File: config.mk
export PLATFORM = sky130hd
export DESIGN_NAME = dhcpv6_option_finder_flat
export DESIGN_NICKNAME = d
export VERILOG_FILES = /design/src/hw/rtl/dof_pkg.sv /design/src/hw/rtl/dof_if.sv /design/src/hw/rtl/dhcpv6_option_finder.sv /design/src/hw/rtl/dof_walker.sv /design/src/hw/rtl/dof_out_buf.sv /design/src/flat_wrapper.sv
export SDC_FILE = /design/constraint.sdc
export NUM_CORES = 1
export LEC_CHECK = 0
export BUFFER_PORTS_ARGS = -buffer_cell sky130_fd_sc_hd__clkbuf_2
export CORE_UTILIZATION = 44
export CTS_CLUSTER_DIAMETER = 60
export DETAILED_ROUTE_END_ITERATION = 8
export PLACE_DENSITY_LB_ADDON = 0.2
export SKIP_CTS_REPAIR_TIMING = 1
export SYNTH_ARGS = -nofsm -noshare
export SYNTH_HDL_FRONTEND = slang
export SYNTH_SLANG_ARGS = --single-unit
File: constraint.sdc
create_clock -name clk -period 19.6 [get_ports clk]
set_clock_uncertainty 0.15 [all_clocks]
set_input_delay 1.96 -clock clk [delete_from_list [all_inputs] [get_ports clk]]
set_output_delay 1.96 -clock clk [all_outputs]
set_load 0.05 [all_outputs]
File: src/hw/rtl/dof_pkg.sv
// Shared types and constants for the DHCPv6 option finder.
// No dependencies; every other file of the block refers to this package.
package dof_pkg;

    // Field widths of the byte stream and of the result
    localparam int DATA_W      = 8;
    localparam int MSG_LEN_W   = 12;
    localparam int OFFSET_W    = 11;
    localparam int OPT_LEN_W   = 11;
    localparam int CODE_W      = 16;
    localparam int HDR_W       = 32;

    // Option start never passes message_length, so it fits the length width
    localparam int START_W     = MSG_LEN_W;
    // Start plus header plus a full 16-bit option length
    localparam int END_W       = 17;

    // Default upper bound on byte positions that are examined
    localparam int MAX_MESSAGE_BYTES_DEF = 2048;

    // Option walk starts right after the type/transaction-id header
    localparam logic [START_W-1:0] FIRST_OPTION_START = START_W'(4);

    // Result status codes
    typedef enum logic [1:0] {
        STATUS_FOUND     = 2'd0,
        STATUS_NOT_FOUND = 2'd1,
        STATUS_MALFORMED = 2'd2
    } status_t;

    // One result item on its way from the walker to the output buffer
    typedef struct packed {
        status_t               status;
        logic [OFFSET_W-1:0]   option_offset;
        logic [OPT_LEN_W-1:0]  option_length;
    } result_t;

endpackage

File: src/hw/rtl/dof_if.sv
// Valid/ready channel interfaces for the DHCPv6 option finder.
// Depends on dof_pkg for the field widths.

// Message byte channel
interface dof_in_if;
    logic                           valid;
    logic                           ready;
    logic [dof_pkg::DATA_W-1:0]     data_byte;
    logic [dof_pkg::MSG_LEN_W-1:0]  message_length;
    logic                           last_byte;

    modport source (output valid, output data_byte, output message_length,
                    output last_byte, input ready);
    modport sink   (input valid, input data_byte, input message_length,
                    input last_byte, output ready);
endinterface

// Search result channel
interface dof_out_if;
    logic                           valid;
    logic                           ready;
    logic [1:0]                     status;
    logic [dof_pkg::OFFSET_W-1:0]   option_offset;
    logic [dof_pkg::OPT_LEN_W-1:0]  option_length;

    modport source (output valid, output status, output option_offset,
                    output option_length, input ready);
    modport sink   (input valid, input status, input option_offset,
                    input option_length, output ready);
endinterface

File: src/hw/rtl/dhcpv6_option_finder.sv
// Latency: a result shows on out_stream in the cycle after its last byte is accepted,
// or later, once the results ahead of it have drained while the receiver stalls.
// Throughput: one byte per cycle; the walker decides each option header on its fourth byte.
// in_stream.ready drops only while both output register and skid slot hold results.
// Reset (rst_n low, asynchronous): walk restarts at offset 4, target_code clears to 0,
// output channel empties.
module dhcpv6_option_finder #(
    parameter int MAX_MESSAGE_BYTES = dof_pkg::MAX_MESSAGE_BYTES_DEF
) (
    input  logic                          clk,
    input  logic                          rst_n,
    input  logic                          cfg_write_en,
    input  logic [dof_pkg::CODE_W-1:0]    cfg_write_data,
    dof_in_if.sink                        in_stream,
    dof_out_if.source                     out_stream
);

    logic [dof_pkg::CODE_W-1:0]  target_code_reg;
    logic                        accept;
    logic                        can_push;
    logic                        result_valid;
    dof_pkg::result_t            result;

    // Hold the searched option code
    always_ff @(posedge clk or negedge rst_n)
    begin
        if (!rst_n)
        begin
            target_code_reg <= '0;
        end
        else if (cfg_write_en)
        begin
            target_code_reg <= cfg_write_data;
        end
    end

    // Take a byte whenever the result path has room
    assign in_stream.ready = can_push;
    assign accept          = in_stream.valid && can_push;

    dof_walker #(
        .MAX_MESSAGE_BYTES (MAX_MESSAGE_BYTES)
    ) u_walker (
        .clk            (clk),
        .rst_n          (rst_n),
        .accept         (accept),
        .data_byte      (in_stream.data_byte),
        .message_length (in_stream.message_length),
        .last_byte      (in_stream.last_byte),
        .target_code    (target_code_reg),
        .result_valid   (result_valid),
        .result         (result)
    );

    dof_out_buf u_out_buf (
        .clk        (clk),
        .rst_n      (rst_n),
        .push       (result_valid),
        .push_data  (result),
        .can_push   (can_push),
        .out_stream (out_stream)
    );

    // A result is produced only on an accepted last byte
    assert property (@(posedge clk) disable iff (!rst_n)
        result_valid |-> (in_stream.valid && in_stream.ready && in_stream.last_byte))
    else $error("result without an accepted last byte");

    // Input stalls only while a result is waiting at the output
    assert property (@(posedge clk) disable iff (!rst_n)
        !in_stream.ready |-> out_stream.valid)
    else $error("input stalled with empty output");

    // Offset and length are zero unless the option was found
    assert property (@(posedge clk) disable iff (!rst_n)
        (out_stream.valid && (out_stream.status != dof_pkg::STATUS_FOUND))
        |-> (out_stream.option_offset == '0 && out_stream.option_length == '0))
    else $error("nonzero option fields on a not-found result");

    // After an accepted last byte the output holds a valid result in the next cycle
    assert property (@(posedge clk) disable iff (!rst_n)
        (in_stream.valid && in_stream.ready && in_stream.last_byte) |=> out_stream.valid)
    else $error("result missing after last byte");

endmodule

File: src/hw/rtl/dof_walker.sv
// Per-byte option walk: position counter, header shift register and the
// option decision. Emits one result on the last byte of each message.
// Depends on dof_pkg.
module dof_walker #(
    parameter int MAX_MESSAGE_BYTES = dof_pkg::MAX_MESSAGE_BYTES_DEF
) (
    input  logic                            clk,
    input  logic                            rst_n,
    input  logic                            accept,
    input  logic [dof_pkg::DATA_W-1:0]      data_byte,
    input  logic [dof_pkg::MSG_LEN_W-1:0]   message_length,
    input  logic                            last_byte,
    input  logic [dof_pkg::CODE_W-1:0]      target_code,
    output logic                            result_valid,
    output dof_pkg::result_t                result
);

    localparam int POS_W = $clog2(MAX_MESSAGE_BYTES + 1);
    // Compare width wide enough for position and start plus header
    localparam int CMP_W = (POS_W > dof_pkg::START_W + 1) ? POS_W : dof_pkg::START_W + 1;

    logic [POS_W-1:0]                pos_reg, pos_next;
    logic [dof_pkg::START_W-1:0]     start_reg, start_next;
    logic [dof_pkg::HDR_W-1:0]       shift_reg, shift_next;
    logic                            done_reg, done_next;
    dof_pkg::status_t                held_status_reg, held_status_next;
    logic [dof_pkg::OFFSET_W-1:0]    held_offset_reg, held_offset_next;
    logic [dof_pkg::OPT_LEN_W-1:0]   held_length_reg, held_length_next;

    logic [CMP_W-1:0]                pos_ext;
    logic [CMP_W-1:0]                start_ext;
    logic                            in_header;
    logic                            decide;
    logic [dof_pkg::HDR_W-1:0]       shift_upd;
    logic [dof_pkg::CODE_W-1:0]      opt_code;
    logic [15:0]                     opt_len;
    logic [dof_pkg::START_W:0]       hdr_end;
    logic [dof_pkg::END_W-1:0]       opt_end;
    logic [dof_pkg::END_W-1:0]       msg_len_ext;

    // Locate the current byte against the option header window
    always_comb
    begin
        pos_ext   = CMP_W'(pos_reg);
        start_ext = CMP_W'(start_reg);
        in_header = !done_reg
                    && (pos_reg < POS_W'(MAX_MESSAGE_BYTES))
                    && (pos_ext >= start_ext)
                    && (pos_ext < start_ext + CMP_W'(4));
        decide    = in_header && (pos_ext == start_ext + CMP_W'(3));
        shift_upd = in_header ? {shift_reg[dof_pkg::HDR_W-9:0], data_byte} : shift_reg;
        opt_code  = shift_upd[31:16];
        opt_len   = shift_upd[15:0];
        hdr_end   = {1'b0, start_reg} + (dof_pkg::START_W+1)'(4);
        opt_end   = dof_pkg::END_W'(hdr_end) + dof_pkg::END_W'(opt_len);
        msg_len_ext = dof_pkg::END_W'(message_length);
    end

    // Decide on a complete option header and advance the walk
    always_comb
    begin
        done_next        = done_reg;
        held_status_next = held_status_reg;
        held_offset_next = held_offset_reg;
        held_length_next = held_length_reg;
        start_next       = start_reg;
        if (decide)
        begin
            priority if (!((dof_pkg::START_W+1)'(message_length) > hdr_end))
            begin
                done_next        = 1'b1;
                held_status_next = dof_pkg::STATUS_NOT_FOUND;
            end
            else if (opt_len == 16'd0)
            begin
                done_next        = 1'b1;
                held_status_next = dof_pkg::STATUS_NOT_FOUND;
            end
            else if (opt_end > msg_len_ext)
            begin
                done_next        = 1'b1;
                held_status_next = dof_pkg::STATUS_MALFORMED;
            end
            else if (opt_code == target_code)
            begin
                done_next        = 1'b1;
                held_status_next = dof_pkg::STATUS_FOUND;
                held_offset_next = start_reg[dof_pkg::OFFSET_W-1:0];
                held_length_next = opt_len[dof_pkg::OPT_LEN_W-1:0];
            end
            else
            begin
                start_next = opt_end[dof_pkg::START_W-1:0];
            end
        end
        pos_next   = (pos_reg < POS_W'(MAX_MESSAGE_BYTES)) ? pos_reg + POS_W'(1) : pos_reg;
        shift_next = shift_upd;
    end

    // Form the result from the state after this byte
    always_comb
    begin
        result_valid = accept && last_byte;
        if (done_next && (held_status_next == dof_pkg::STATUS_FOUND))
        begin
            result.status        = dof_pkg::STATUS_FOUND;
            result.option_offset = held_offset_next;
            result.option_length = held_length_next;
        end
        else
        begin
            result.status        = done_next ? held_status_next : dof_pkg::STATUS_NOT_FOUND;
            result.option_offset = '0;
            result.option_length = '0;
        end
    end

    // Advance walk state per accepted byte; clear after the last byte
    always_ff @(posedge clk or negedge rst_n)
    begin
        if (!rst_n)
        begin
            pos_reg         <= '0;
            start_reg       <= dof_pkg::FIRST_OPTION_START;
            shift_reg       <= '0;
            done_reg        <= 1'b0;
            held_status_reg <= dof_pkg::STATUS_NOT_FOUND;
        end
        else if (accept)
        begin
            if (last_byte)
            begin
                pos_reg         <= '0;
                start_reg       <= dof_pkg::FIRST_OPTION_START;
                shift_reg       <= '0;
                done_reg        <= 1'b0;
                held_status_reg <= dof_pkg::STATUS_NOT_FOUND;
            end
            else
            begin
                pos_reg         <= pos_next;
                start_reg       <= start_next;
                shift_reg       <= shift_next;
                done_reg        <= done_next;
                held_status_reg <= held_status_next;
            end
        end
    end

    // Hold found option details; read only while a found status is held
    always_ff @(posedge clk)
    begin
        if (accept)
        begin
            held_offset_reg <= held_offset_next;
            held_length_reg <= held_length_next;
        end
    end

endmodule

File: src/hw/rtl/dof_out_buf.sv
// Output register with a skid slot for search results.
// Depends on dof_pkg and the dof_out_if interface.
module dof_out_buf (
    input  logic              clk,
    input  logic              rst_n,
    input  logic              push,
    input  dof_pkg::result_t  push_data,
    output logic              can_push,
    dof_out_if.source         out_stream
);

    logic              out_valid_reg, out_valid_next;
    dof_pkg::result_t  out_data_reg, out_data_next;
    logic              skid_valid_reg, skid_valid_next;
    dof_pkg::result_t  skid_data_reg, skid_data_next;
    logic              drain;

    // Accept a new item whenever the skid slot is free
    assign can_push = !skid_valid_reg;

    // Route new items to the output register or skid slot; move the skid item to the output
    always_comb
    begin
        drain           = !out_valid_reg || out_stream.ready;
        out_valid_next  = out_valid_reg;
        out_data_next   = out_data_reg;
        skid_valid_next = skid_valid_reg;
        skid_data_next  = skid_data_reg;
        if (drain)
        begin
            if (skid_valid_reg)
            begin
                out_valid_next  = 1'b1;
                out_data_next   = skid_data_reg;
                skid_valid_next = 1'b0;
            end
            else
            begin
                out_valid_next = push;
                out_data_next  = push ? push_data : out_data_reg;
            end
        end
        else if (push)
        begin
            skid_valid_next = 1'b1;
            skid_data_next  = push_data;
        end
    end

    always_ff @(posedge clk or negedge rst_n)
    begin
        if (!rst_n)
        begin
            out_valid_reg  <= 1'b0;
            skid_valid_reg <= 1'b0;
        end
        else
        begin
            out_valid_reg  <= out_valid_next;
            skid_valid_reg <= skid_valid_next;
        end
    end

    always_ff @(posedge clk)
    begin
        out_data_reg  <= out_data_next;
        skid_data_reg <= skid_data_next;
    end

    // Drive the result channel
    assign out_stream.valid         = out_valid_reg;
    assign out_stream.status        = out_data_reg.status;
    assign out_stream.option_offset = out_data_reg.option_offset;
    assign out_stream.option_length = out_data_reg.option_length;

endmodule
File: src/flat_wrapper.sv
// flat-port wrapper written by rule: the top's interface ports become plain ports
module dhcpv6_option_finder_flat 
#(
    parameter int MAX_MESSAGE_BYTES = dof_pkg::MAX_MESSAGE_BYTES_DEF
)
  (clk, rst_n, cfg_write_en, cfg_write_data, in_stream_valid, in_stream_data_byte, in_stream_message_length, in_stream_last_byte, in_stream_ready, out_stream_valid, out_stream_status, out_stream_option_offset, out_stream_option_length, out_stream_ready);
  dof_in_if in_stream_i ();
  dof_out_if out_stream_i ();
  input  logic clk;
  input  logic rst_n;
  input  logic cfg_write_en;
  input  logic [dof_pkg::CODE_W-1:0] cfg_write_data;
  input wire logic [$bits(in_stream_i.valid)-1:0] in_stream_valid;
  input wire logic [$bits(in_stream_i.data_byte)-1:0] in_stream_data_byte;
  input wire logic [$bits(in_stream_i.message_length)-1:0] in_stream_message_length;
  input wire logic [$bits(in_stream_i.last_byte)-1:0] in_stream_last_byte;
  output wire logic [$bits(in_stream_i.ready)-1:0] in_stream_ready;
  output wire logic [$bits(out_stream_i.valid)-1:0] out_stream_valid;
  output wire logic [$bits(out_stream_i.status)-1:0] out_stream_status;
  output wire logic [$bits(out_stream_i.option_offset)-1:0] out_stream_option_offset;
  output wire logic [$bits(out_stream_i.option_length)-1:0] out_stream_option_length;
  input wire logic [$bits(out_stream_i.ready)-1:0] out_stream_ready;
  assign in_stream_i.valid = in_stream_valid;
  assign in_stream_i.data_byte = in_stream_data_byte;
  assign in_stream_i.message_length = in_stream_message_length;
  assign in_stream_i.last_byte = in_stream_last_byte;
  assign in_stream_ready = in_stream_i.ready;
  assign out_stream_valid = out_stream_i.valid;
  assign out_stream_status = out_stream_i.status;
  assign out_stream_option_offset = out_stream_i.option_offset;
  assign out_stream_option_length = out_stream_i.option_length;
  assign out_stream_i.ready = out_stream_ready;
  dhcpv6_option_finder #(.MAX_MESSAGE_BYTES(MAX_MESSAGE_BYTES)) u_core (.clk(clk), .rst_n(rst_n), .cfg_write_en(cfg_write_en), .cfg_write_data(cfg_write_data), .in_stream(in_stream_i), .out_stream(out_stream_i));
endmodule
==> results by group <==
Global route
  – Congestion Overflow GR: 0
  – Number of global-route vias before repair: 6852
  – Total GRT Usage: 23.4%
  – First-pass GRT wire length: 38.8 mm
  – Largest net degree at the start of global routing: 54
  – Antenna violations before repair: 0

Layout
  – Max reg flops: 32
  – Most frequent cells in the layout: nand2_1 (105), inv_1 (82), dfrtp_1 (75)
  – Post-route cell area: 0.0104 mm2
  – Cell Count, Final, Fillers Out: 1258
  – Antenna diode count: 0
  – Nets: 1066
  – Area grow syn2layout: 13.1%
  – Most common cell after layout, fill and taps aside: nand2_1
  – Share of post-route cells with drive strength above 1: 16.9%

Worst hold path
  – Hold/Removal Path Class: reg2reg

Timing
  – Final Cycle Share: 48.1%
  – Max-slew headroom: 12.9%
  – Max Freq: 0.106 GHz
  – Fin. Hold Viols: 0
  – Final min period: 9.43 ns
  – Fin. max-slew vios: 0
  – RSZ-0062 raised after global routing: no
  – Final WS setup: 10.17 ns
  – Slew @ Worst Pin: 1.30 ns
  – # setup viols final: 0
  – Fin Setup TNS: 0 ns

Floorplanning
  – Core area: 0.0203 mm2
  – Die Span Y: 146 um
  – Ports: 68
  – Initial Util: 45.1%
  – FP Rows: 52
  – Die extent in x: 146 um
  – Die area: 0.0214 mm2

CTS
  – Worst-Skew Late Latency: 0.43 ns
  – Clk root buf: clkbuf_16
  – CTS H-tree depth: 4
  – CTS Buf Count: 17
  – Clk buf depth: 2
  – Reg clk slew, reported paths: 0.07 ns
  – CTS sink cnt: 147
  – TritonCTS clock tree: built

Pwr
  – Maximum VDD drop: 0.0513 mV
  – P per Cell Area: 76.2 mW/mm2
  – Power, Total: 0.791 mW
  – Leak pwr: 4.26 nW

Critical path
  – CP Class: reg2reg
  – Startpoint types: flip-flop
  – Worst path slowest cell: dfstp_2
  – Critical Path AT: 9.50 ns
  – Crit-path max FO: 44
  – CP Capture Type: flip-flop
  – CP peak stage delay: 0.61 ns
  – Worst EP required: 19.68 ns

Synthesis
  – Post-synth top area share: 22.9%
  – Syn Area/Cell: 9.94 um2
  – Sequential share of the synthesized area: 44.0%
  – Synth Register Bits: 147
  – Cell area after synthesis: 0.00917 mm2
  – Largest area contributor in the netlist: edfxtp_1
  – Syn Nets: 1013
  – FFs w/ async S/R, synth: 52.4%
  – Top cells by area, synth: edfxtp_1 (23%), dfrtp_1 (20%), ha_1 (6.6%)
  – Synth Flop Type: dfrtp_1
  – Synth warnings: 0
  – Synth Instances: 922
  – Yosys cell types: 75
  – Post-synth EDFFs: 70

Placed design
  – Area after DPL: 0.00977 mm2
  – Cell count after placement: 1226
  – Setup Slack @ Placement: 10.24 ns
  – RePlAce Congestion: 0.923
  – IO buf count: 67
  – HPWL after detailed placement: 18.0 mm

Route
  – WL per Instance: 19.3 um
  – Metal3 WL: 1.20 mm
  – Post-route met1 wirelength: 11.5 mm
  – Top sig layer: met4
  – Initial DRC count: 499
  – Total Wirelength: 24.3 mm
  – Vias: 7296
  – Router iterations before antenna repair: 5
  – Drt drc: 0
  – DRT antenna net count: 0
  – Via density: 5.80
  – Met2 WL: 11.0 mm

Flow run
  – MaxCap Viol Count: 0

Outcome
  – Status: complete, no violations
==> final cells by class <==
class	instances	area, um2
clock inverter	14	169
timing repair buffer	79	428
tap	270	338
inverter	83	312
fill	1903	9930
multi-input combinational	647	4660
clock buffer	18	429
sequential	147	4030
==> worst max-delay path: cells and delay by family, from the launching register on <==
| family | cells | cell delay (ns) |
|---|---|---|
| AOI/OAI and AO/OA | 15 | 4.34 |
| and+or+nand+nor | 4 | 1.19 |
| buffers and inverters | 4 | 1.10 |
| adders and majority gates | 4 | 1.08 |
| DFF | 1 | 0.61 |
| xor gates and xnor gates | 2 | 0.46 |
| muxes | 1 | 0.25 |
==> cell usage after synthesis, drive strengths merged (11+ instances only) <==
library cell,count
dfrtp,75
nor2,44
xor2,17
clkbuf,26
nor4,17
a21oi,34
buf,19
o41ai,22
inv,82
mux2,11
xnor2,40
nand2,106
ha,48
nand3,16
mux2i,23
nor3,41
edfxtp,70
o21ai,49
nand4,11
a22o,42
==> final timing paths <==
check                                                     startpoint                                                      to  slack, ns  depth (start not counted)
hold reg to reg            u_core.u_walker.shift_reg[28]$_DFFE_PN0P_               u_core.u_walker.shift_reg[28]$_DFFE_PN0P_       0.37                          1
max in group asynchronous                                      rst_n               u_core.u_walker.shift_reg[13]$_DFFE_PN0P_      17.00                          2
setup reg to reg            u_core.u_walker.start_reg[2]$_DFFE_PN1P_  u_core.u_out_buf.out_stream.option_length[2]$_DFFE_PP_      10.17                         30
hold / removal             u_core.u_walker.shift_reg[28]$_DFFE_PN0P_               u_core.u_walker.shift_reg[28]$_DFFE_PN0P_       0.37                          1
min in group asynchronous                                      rst_n                  u_core.u_walker.pos_reg[8]$_DFFE_PN0P_       1.29                          1
setup / recovery            u_core.u_walker.start_reg[2]$_DFFE_PN1P_  u_core.u_out_buf.out_stream.option_length[2]$_DFFE_PP_      10.17                         30
==> stage by stage <==
stage	hold WS, ns	util (%)
floorplan	0.330	-
global placement	0.346	48.1
detailed placement	0.356	48.1
CTS	0.373	51.1
global route	0.383	51.1
finish	0.372	51.1
==> power breakdown <==
group | switching (mW) | internal, mW | total (mW) | leakage (nW)
clock network | 0.142 | 0.192 | 0.334 | 0.293
logic | 0.0757 | 0.0354 | 0.111 | 2.30
registers | 0.00957 | 0.336 | 0.345 | 1.67
==> logic make-up (layout without fill, tap and decap cells) <==
logic type	Yosys count	after routing	share of synthesized area [%]
DFF	147	147	44.0
AOI/OAI and AO/OA	218	218	18.6
buffers and inverters	128	194	5.54
adders and majority gates	52	52	7.10
muxes	34	34	3.90
and+or+nand+nor	286	286	15.4
xor gates and xnor gates	57	57	5.45
==> metal layers <==
| layer | track usage [%] | up-vias |
|---|---|---|
| li1 | - | 3494 |
| met2 | 35.5 | 209 |
| met3 | 4.47 | 35 |
| met1 | 33.4 | 3558 |
| met5 | 0 | - |
| met4 | 8.13 | 0 |
Note: power is estimated with default switching activity, not from simulation.
